$ cat src/design/pi_regulator_clamped_delayed_core_defines.svh
// assertion macros shared by the pi regulator rtl
// no dependencies; included by modules that carry concurrent checks
`ifndef PI_REGULATOR_CLAMPED_DELAYED_CORE_DEFINES_SVH
`define PI_REGULATOR_CLAMPED_DELAYED_CORE_DEFINES_SVH

// same-cycle implication
`define PIRC_ASSERT_SAME(label, clk, rst, ante, cons, msg) \
   label: assert property (@(posedge clk) disable iff (rst) (ante) |-> (cons)) \
      else $error(msg);

// next-cycle implication
`define PIRC_ASSERT_NEXT(label, clk, rst, ante, cons, msg) \
   label: assert property (@(posedge clk) disable iff (rst) (ante) |=> (cons)) \
      else $error(msg);

`endif

$ cat src/design/pirc_pkg.sv
// shared types and constants for the pi regulator core
// no dependencies; imported by pirc_calc and the top level
package pirc_pkg;

   localparam int REF_W      = 16;
   localparam int DRIVE_W    = 32;
   localparam int PGAIN_W    = 16;
   localparam int IGAIN_W    = 24;
   localparam int ILIMIT_W   = 31;
   localparam int DELAY_W    = 4;
   localparam int CSR_INDEX_W = 2;
   localparam int CSR_DATA_W = 32;

   localparam int MAX_DELAY_DEFAULT = 8;

   localparam logic [PGAIN_W-1:0]  PGAIN_RESET  = 16'd128;
   localparam logic [IGAIN_W-1:0]  IGAIN_RESET  = 24'd10486;
   localparam logic [ILIMIT_W-1:0] ILIMIT_RESET = 31'd65536;
   localparam logic [DELAY_W-1:0]  DELAY_RESET  = 4'd3;

   typedef enum logic [CSR_INDEX_W-1:0] {
      CSR_PGAIN  = 2'd0,
      CSR_IGAIN  = 2'd1,
      CSR_ILIMIT = 2'd2,
      CSR_DELAY  = 2'd3
   } csr_index_type;

   typedef struct packed {
      logic [PGAIN_W-1:0]  pgain;
      logic [IGAIN_W-1:0]  igain;
      logic [ILIMIT_W-1:0] ilimit;
   } gains_type;

endpackage

$ cat src/design/pirc_ram.sv
// generic single-write, single-read ram with registered read data
// no dependencies
module pirc_ram #(
   parameter int WIDTH = 32,
   parameter int DEPTH = 8,
   localparam int ADDR_W = (DEPTH > 1) ? $clog2(DEPTH) : 1
) (
   input  logic              clock,
   input  logic              wr_en,
   input  logic [ADDR_W-1:0] wr_addr,
   input  logic [WIDTH-1:0]  wr_data,
   input  logic              rd_en,
   input  logic [ADDR_W-1:0] rd_addr,
   output logic [WIDTH-1:0]  rd_data
);

   logic [WIDTH-1:0] mem_ff [DEPTH];
   logic [WIDTH-1:0] rd_data_ff;

   always_ff @(posedge clock) begin
      if (wr_en) begin
         mem_ff[wr_addr] <= wr_data;
      end
      if (rd_en) begin
         rd_data_ff <= mem_ff[rd_addr];
      end
   end

   assign rd_data = rd_data_ff;

endmodule

$ cat src/design/pirc_calc.sv
// pi datapath: error, rounded gain products, clamped integral, saturated output
// depends on pirc_pkg
module pirc_calc (
   input  logic signed [pirc_pkg::REF_W-1:0]   reference,
   input  logic signed [pirc_pkg::REF_W-1:0]   feedback,
   input  pirc_pkg::gains_type                 gains,
   input  logic signed [pirc_pkg::DRIVE_W-1:0] integ_cur,
   output logic signed [pirc_pkg::DRIVE_W-1:0] integ_next,
   output logic signed [pirc_pkg::DRIVE_W-1:0] drive_now
);
   import pirc_pkg::*;

   logic signed [16:0] err;
   logic signed [41:0] iprod;
   logic signed [41:0] iprod_rnd;
   logic signed [33:0] acc;
   logic signed [33:0] acc_c;
   logic signed [33:0] lim_pos;
   logic signed [33:0] lim_neg;
   logic signed [33:0] pprod;
   logic signed [33:0] pprod_rnd;
   logic signed [33:0] outv;

   assign err       = $signed({reference[15], reference}) - $signed({feedback[15], feedback});
   assign iprod     = $signed({1'b0, gains.igain}) * err;
   assign iprod_rnd = iprod + 42'sd8192;
   assign acc       = $signed({{2{integ_cur[31]}}, integ_cur})
                    + $signed({{6{iprod_rnd[41]}}, iprod_rnd[41:14]});
   assign lim_pos   = $signed({3'b000, gains.ilimit});
   assign lim_neg   = -lim_pos;

   always_comb begin
      if (acc > lim_pos) begin
         acc_c = lim_pos;
      end else if (acc < lim_neg) begin
         acc_c = lim_neg;
      end else begin
         acc_c = acc;
      end
   end

   assign integ_next = acc_c[31:0];

   assign pprod     = $signed({1'b0, gains.pgain}) * err;
   assign pprod_rnd = pprod + 34'sd2;
   assign outv      = acc_c + $signed({{2{pprod_rnd[33]}}, pprod_rnd[33:2]});

   always_comb begin
      if (!outv[33] && (outv[32] || outv[31])) begin
         drive_now = {1'b0, {(DRIVE_W-1){1'b1}}};
      end else if (outv[33] && !(outv[32] && outv[31])) begin
         drive_now = {1'b1, {(DRIVE_W-1){1'b0}}};
      end else begin
         drive_now = outv[31:0];
      end
   end

endmodule

$ cat src/design/pi_regulator_clamped_delayed_core.sv
// pi regulator with clamped integral and an output delay line
// an accepted req passes the input register, then the result register, before rsp_valid
// throughput: one item per cycle while rsp_ready is not held low; set by the integrator update loop
// delay line lives in pirc_ram; one read at accept, one write per finished item
// reset clears control, integrator, write pointer and history valid bits; no sweep
// depends on pirc_pkg, pirc_calc, pirc_ram and the shared assertion macros
`include "pi_regulator_clamped_delayed_core_defines.svh"

module pi_regulator_clamped_delayed_core #(
   parameter int MAX_DELAY = pirc_pkg::MAX_DELAY_DEFAULT
) (
   input  logic                                    clock,
   input  logic                                    reset,
   input  logic                                    req_valid,
   output logic                                    req_ready,
   input  logic signed [pirc_pkg::REF_W-1:0]       req_reference,
   input  logic signed [pirc_pkg::REF_W-1:0]       req_feedback,
   output logic                                    rsp_valid,
   input  logic                                    rsp_ready,
   output logic signed [pirc_pkg::DRIVE_W-1:0]     rsp_drive,
   input  logic                                    csr_valid,
   output logic                                    csr_ready,
   input  logic [pirc_pkg::CSR_INDEX_W-1:0]        csr_index,
   input  logic [pirc_pkg::CSR_DATA_W-1:0]         csr_data
);
   import pirc_pkg::*;

   localparam int PTR_W = (MAX_DELAY > 1) ? $clog2(MAX_DELAY) : 1;
   localparam int EW    = (PTR_W + 1 > DELAY_W) ? PTR_W + 1 : DELAY_W;
   localparam logic [EW-1:0]    MAXD_E   = EW'(MAX_DELAY);
   localparam logic [PTR_W-1:0] PTR_LAST = PTR_W'(MAX_DELAY - 1);

   // configuration
   logic [PGAIN_W-1:0]  pgain_ff;
   logic [IGAIN_W-1:0]  igain_ff;
   logic [ILIMIT_W-1:0] ilimit_ff;
   logic [DELAY_W-1:0]  delay_ff;
   gains_type           gains;

   // pipeline control
   logic en;
   logic accept;
   logic wr_en;
   logic bypass;

   // delay addressing
   logic [PTR_W-1:0] wp_ff;
   logic [PTR_W-1:0] wp_in;
   logic [EW-1:0]    d_ext;
   logic [EW-1:0]    d_sel;
   logic [EW-1:0]    wp_ext;
   logic [EW-1:0]    raddr_ext;
   logic [PTR_W-1:0] raddr;
   logic             zero_delay;
   logic [MAX_DELAY-1:0] vld_ff;

   // input register stage
   logic                       s1_valid_ff;
   logic signed [REF_W-1:0]    s1_ref_ff;
   logic signed [REF_W-1:0]    s1_fb_ff;
   logic [PTR_W-1:0]           s1_wp_ff;
   logic                       s1_zero_ff;
   logic                       s1_rd_vld_ff;
   logic                       s1_byp_ff;
   logic signed [DRIVE_W-1:0]  s1_byp_data_ff;

   // datapath
   logic signed [DRIVE_W-1:0] integ_ff;
   logic signed [DRIVE_W-1:0] integ_in;
   logic signed [DRIVE_W-1:0] drive_now;
   logic [DRIVE_W-1:0]        hist_data;
   logic signed [DRIVE_W-1:0] drive_in;

   // result register
   logic                      rsp_valid_ff;
   logic signed [DRIVE_W-1:0] rsp_drive_ff;

   // assertion helpers
   logic signed [32:0] integ_ext;
   logic signed [32:0] lim_ext;

   assign csr_ready = 1'b1;

   always_ff @(posedge clock) begin
      if (reset) begin
         pgain_ff  <= PGAIN_RESET;
         igain_ff  <= IGAIN_RESET;
         ilimit_ff <= ILIMIT_RESET;
         delay_ff  <= DELAY_RESET;
      end else if (csr_valid) begin
         case (csr_index_type'(csr_index))
            CSR_PGAIN:  pgain_ff  <= csr_data[PGAIN_W-1:0];
            CSR_IGAIN:  igain_ff  <= csr_data[IGAIN_W-1:0];
            CSR_ILIMIT: ilimit_ff <= csr_data[ILIMIT_W-1:0];
            CSR_DELAY:  delay_ff  <= csr_data[DELAY_W-1:0];
            default: ;
         endcase
      end
   end

   assign gains.pgain  = pgain_ff;
   assign gains.igain  = igain_ff;
   assign gains.ilimit = ilimit_ff;

   assign en        = !rsp_valid_ff || rsp_ready;
   assign req_ready = en;
   assign accept    = req_valid && en;
   assign wr_en     = en && s1_valid_ff;

   // read address for the incoming item
   assign d_ext      = EW'(delay_ff);
   assign d_sel      = (d_ext > MAXD_E) ? MAXD_E : d_ext;
   assign wp_ext     = EW'(wp_ff);
   assign raddr_ext  = (wp_ext >= d_sel) ? (wp_ext - d_sel) : (wp_ext + MAXD_E - d_sel);
   assign raddr      = raddr_ext[PTR_W-1:0];
   assign zero_delay = (d_sel == '0);
   assign wp_in      = (wp_ff == PTR_LAST) ? '0 : wp_ff + PTR_W'(1);

   // entry written by the item leaving the input register on this same edge
   assign bypass = wr_en && accept && !zero_delay && (s1_wp_ff == raddr);

   always_ff @(posedge clock) begin
      if (reset) begin
         s1_valid_ff <= 1'b0;
         wp_ff       <= '0;
         vld_ff      <= '0;
      end else begin
         if (en) begin
            s1_valid_ff <= req_valid;
         end
         if (accept) begin
            wp_ff <= wp_in;
         end
         if (wr_en) begin
            vld_ff[s1_wp_ff] <= 1'b1;
         end
      end
   end

   always_ff @(posedge clock) begin
      if (accept) begin
         s1_ref_ff      <= req_reference;
         s1_fb_ff       <= req_feedback;
         s1_wp_ff       <= wp_ff;
         s1_zero_ff     <= zero_delay;
         s1_rd_vld_ff   <= vld_ff[raddr];
         s1_byp_ff      <= bypass;
         s1_byp_data_ff <= drive_now;
      end
   end

   pirc_calc u_calc (
      .reference  (s1_ref_ff),
      .feedback   (s1_fb_ff),
      .gains      (gains),
      .integ_cur  (integ_ff),
      .integ_next (integ_in),
      .drive_now  (drive_now)
   );

   pirc_ram #(
      .WIDTH (DRIVE_W),
      .DEPTH (MAX_DELAY)
   ) u_hist (
      .clock   (clock),
      .wr_en   (wr_en),
      .wr_addr (s1_wp_ff),
      .wr_data (drive_now),
      .rd_en   (accept),
      .rd_addr (raddr),
      .rd_data (hist_data)
   );

   always_comb begin
      if (s1_zero_ff) begin
         drive_in = drive_now;
      end else if (s1_byp_ff) begin
         drive_in = s1_byp_data_ff;
      end else if (s1_rd_vld_ff) begin
         drive_in = $signed(hist_data);
      end else begin
         drive_in = '0;
      end
   end

   always_ff @(posedge clock) begin
      if (reset) begin
         rsp_valid_ff <= 1'b0;
         integ_ff     <= '0;
      end else if (en) begin
         rsp_valid_ff <= s1_valid_ff;
         if (s1_valid_ff) begin
            integ_ff <= integ_in;
         end
      end
   end

   always_ff @(posedge clock) begin
      if (wr_en) begin
         rsp_drive_ff <= drive_in;
      end
   end

   assign rsp_valid = rsp_valid_ff;
   assign rsp_drive = rsp_drive_ff;

   assign integ_ext = $signed({integ_ff[31], integ_ff});
   assign lim_ext   = $signed({2'b00, ilimit_ff});

   `PIRC_ASSERT_NEXT(a_integ_clamped, clock, reset, wr_en,
      (integ_ext <= lim_ext) && (integ_ext >= -lim_ext), "integrator outside limit")
   `PIRC_ASSERT_SAME(a_bypass_delay_one, clock, reset, bypass,
      d_sel == EW'(1), "history bypass with delay other than one")
   `PIRC_ASSERT_SAME(a_rsp_from_stage, clock, reset, $rose(rsp_valid_ff),
      $past(s1_valid_ff), "result without an item in the input register")
   `PIRC_ASSERT_NEXT(a_pointer_step, clock, reset, accept && !wr_en,
      s1_wp_ff == $past(wp_ff), "input register pointer mismatch")

endmodule

$ cat config.mk
export PLATFORM = sky130hd
export DESIGN_NAME = pi_regulator_clamped_delayed_core
export DESIGN_NICKNAME = d
export VERILOG_FILES = /design/src/design/pirc_pkg.sv /design/src/design/pirc_ram.sv /design/src/design/pirc_calc.sv /design/src/design/pi_regulator_clamped_delayed_core.sv
export VERILOG_INCLUDE_DIRS = /design/src /design/src/design
export SDC_FILE = /design/constraint.sdc
export NUM_CORES = 2
export LEC_CHECK = 0
export BUFFER_PORTS_ARGS = -buffer_cell sky130_fd_sc_hd__buf_4
export CAP_MARGIN = 20
export CORE_ASPECT_RATIO = 0.6
export CORE_UTILIZATION = 45
export CTS_CLUSTER_DIAMETER = 30
export DETAILED_ROUTE_END_ITERATION = 10
export PLACE_DENSITY = 0.63
export RECOVER_POWER = 50
export REMOVE_ABC_BUFFERS = 1
export SYNTH_ARGS = -nofsm -noshare
export SYNTH_HDL_FRONTEND = slang
export SYNTH_SLANG_ARGS = --single-unit
$ cat constraint.sdc
create_clock -name clock -period 15.8 [get_ports clock]
set_clock_uncertainty 0.05 [all_clocks]
set_input_delay 3.16 -clock clock [delete_from_list [all_inputs] [get_ports clock]]
set_output_delay 3.16 -clock clock [all_outputs]
set_load 0.1 [all_outputs]
==> run_results.csv <==
group,metric,value,unit
die,die_w,422,um
synth,synthArstFlopShare,0,
setup_path,critical_path_class,"register to register",
die,core,0.105,mm2
global_routing,grt_max_degree,68,
setup_path,crit_arrival,16.51,ns
sta,drv_slew,445,
route,drc_errors,0,
global_routing,grt_pass1_vias,37550,
sta,tightest_slew,4.08,ns
synth,syn_inst,4716,
synth,seq_area_frac_synth,0.296,
setup_path,crit_required,16.17,ns
synth,netlist_top_cells_count,"743 x inv_1, 659 x nand2_1, 542 x fa_1, 414 x ha_1, 390 x edfxtp_1",
setup_path,cp_slowest_cell,"a21oi_1",
run_status,violations,"capacitance limit, slew limit, setup timing",
sta,setup_ws,-0.341,ns
die,start_util,0.454,
clock_network,cts-root-buf,"clkbuf_16",
synth,synthesis.area,0.0477,mm2
setup_path,regToRegSetupSlack,-0.34,ns
route,viasPerCell,5.50,
global_routing,antenna_found_initial,5,
place,preCtsSetupSlack,-2.20,ns
sta,period_share,1.02,
synth,ys.flop_type,"edfxtp_1",
setup_path,crit_top_cell,"buf_4",
route,avgRoutedWirePerCell,21.4,um
clock_network,cts_buffers,85,
final_layout,syn2layout_area_growth,26.3,%
synth,post_synth.cell_area_avg,10.1,um2
synth,yosysTopAreaCell,"edfxtp_1",
route,ant_nets,0,
route,drtIter0Drc,3615,
synth,synth_area_leaders,"edfxtp_1 25%, fa_1 23%, ha_1 11%",
final_layout,final_core_util,0.573,
clock_network,cts_max_path_buffers,3,
route,firstDrtPassIters,6,
clock_network,clock_latency,0.69,ns
clock_network,cts.sinks,510,
route,vias,37493,
global_routing,grt_pass1_wl,221,mm
place,port_buffers,103,
setup_path,start_kind,"register",
sta,hold_viol,0,
sta,rsz0062_at_grt,"true",
global_routing,grt_usage,0.271,
sta,min_period,16.14,ns
synth,synthDistinctLibCells,84,
global_routing,grt-ovfl-total,0,
final_layout,final_cells,6819,
sta,max_slew_margin,-1.72,
route,drt_wl_total,146,mm
place,place_inst,6545,
place,dpl.hpwl,105,mm
job,drv_cap,11,
clock_network,ctsHtreeMaxLevel,3,
run_status,outcome,"complete, but fails checks",
die,ios,106,
sta,finalSetupViolCount,310,
setup_path,critical_path.max_stage_delay,0.62,ns
setup_path,end_kind,"register",
place,place.gp.congestion,0.938,
min_path,hold_class,"register to register",
clock_network,cts_tree,"built",
die,dieHeight,254,um
final_layout,nNetsFinal,6361,
sta,max_freq,0.0620,GHz
die,dieArea,0.107,mm2
final_layout,drive_above_1_share,0.242,
clock_network,clkTransAtPathRegs,0.06,ns
synth,synth_top_area_frac,0.246,
sta,whs,0.410,ns
synth,yosysMostFrequentCell,"inv_1",
synth,yosysWarnings,0,
setup_path,path_max_fanout,20,
synth,synth_edf_count,390,
die,rows,92,
synth,synth-seq-cells,510,
## layout make-up
| type | count | area, um2 |
|---|---|---|
| fill | 8767 | 44800 |
| multi-input combinational | 3241 | 32000 |
| sequential | 510 | 14100 |
| timing repair buffer | 752 | 6400 |
| inverter | 744 | 2800 |
| clock buffer | 93 | 2210 |
| tap | 1410 | 1760 |
| clock inverter | 66 | 890 |
| antenna | 3 | 7.51 |
## worst max-delay path, delay by kind of cell, from the launching register on
kind	cells	cell delay, ns
flops	1	0.38
simple gates	13	2.23
fa+ha+maj	11	4.55
compound gates	34	5.82
buf+inv	18	2.52
xor+xnor	2	0.34
## per-layer routing
layer / vias to the layer above / track usage / part of all wire
li1: 16809 / - / -
met1: 18723 / 0.411 / 0.46
met2: 1762 / 0.377 / 0.41
met3: 195 / 0.0832 / 0.12
met4: 4 / 0.0604 / 0.019
met5: - / 0 / 0.00058
## logic make-up after synthesis
group                    synth area share
XOR/XNOR                           0.0279
AND/OR/NAND/NOR                     0.134
adder cells (fa/ha/maj)             0.337
AO/OA/AOI/OAI                      0.0839
multiplexers                       0.0432
buffers and inverters              0.0779
other                           0.0000787
flip-flops                          0.296
## flip-flops by register name, indices dropped and copies added, names as in the netlist, 3 cells and up
name / count
ilimit_ff: 31
d_ext: 4
rsp_drive: 32
s1_wp_ff: 3
vld_ff: 8
integ_ff: 32
s1_ref_ff: 16
u_hist.rd_data: 32
s1_byp_data_ff: 32
pgain_ff: 16
u_hist.mem_ff: 256
s1_fb_ff: 16
igain_ff: 24
wp_ff: 3
## path summary, 6_finish.rpt
path	start	to	depth (start not counted)
worst max-delay path	s1_ref_ff[1]	rsp_drive[4]	78
worst min-delay path	integ_ff[18]	integ_ff[18]	2
worst max register to register	s1_ref_ff[1]	rsp_drive[4]	78
worst min register to register	integ_ff[18]	integ_ff[18]	2
## placed cells by master, fill, tap and decap left out, types with 34 or more instances in the layout
master,instances
nand2_1,617
mux4_2,66
xnor2_1,102
dfxtp_1,120
inv_1,736
and2_1,167
buf_4,623
nor2_1,146
nand2b_1,63
nor2b_1,94
o21ai_0,43
nand3_1,69
edfxtp_1,390
a21oi_1,226
clkbuf_16,87
a21oi_2,37
fa_1,538
a21o_1,51
a221oi_1,34
ha_1,383
xor2_1,34
## through the flow
stage	setup TNS (ns)	cell area, um2
2_1_floorplan	-889.58	46700
3_3_place_gp	-611.56	53900
3_5_place_dp	-668.08	53900
4_1_cts	-35.80	59200
5_1_grt	-214.77	60200
6_report	-48.45	60200
## repair_timing
| item | in CTS | in global routing |
|---|---|---|
| pin swaps | 100 | 97 |
| gates resized for setup | 347 | 152 |
| setup buffers | 52 | 40 |
| setup endpoints to repair | 320 | 320 |
| hold buffers | 0 | 0 |
| gates cloned | 27 | 2 |
Power is left out: the tool's default activity adds up to more than one toggle a clock period on the data nets, which glitch-free logic cannot reach.
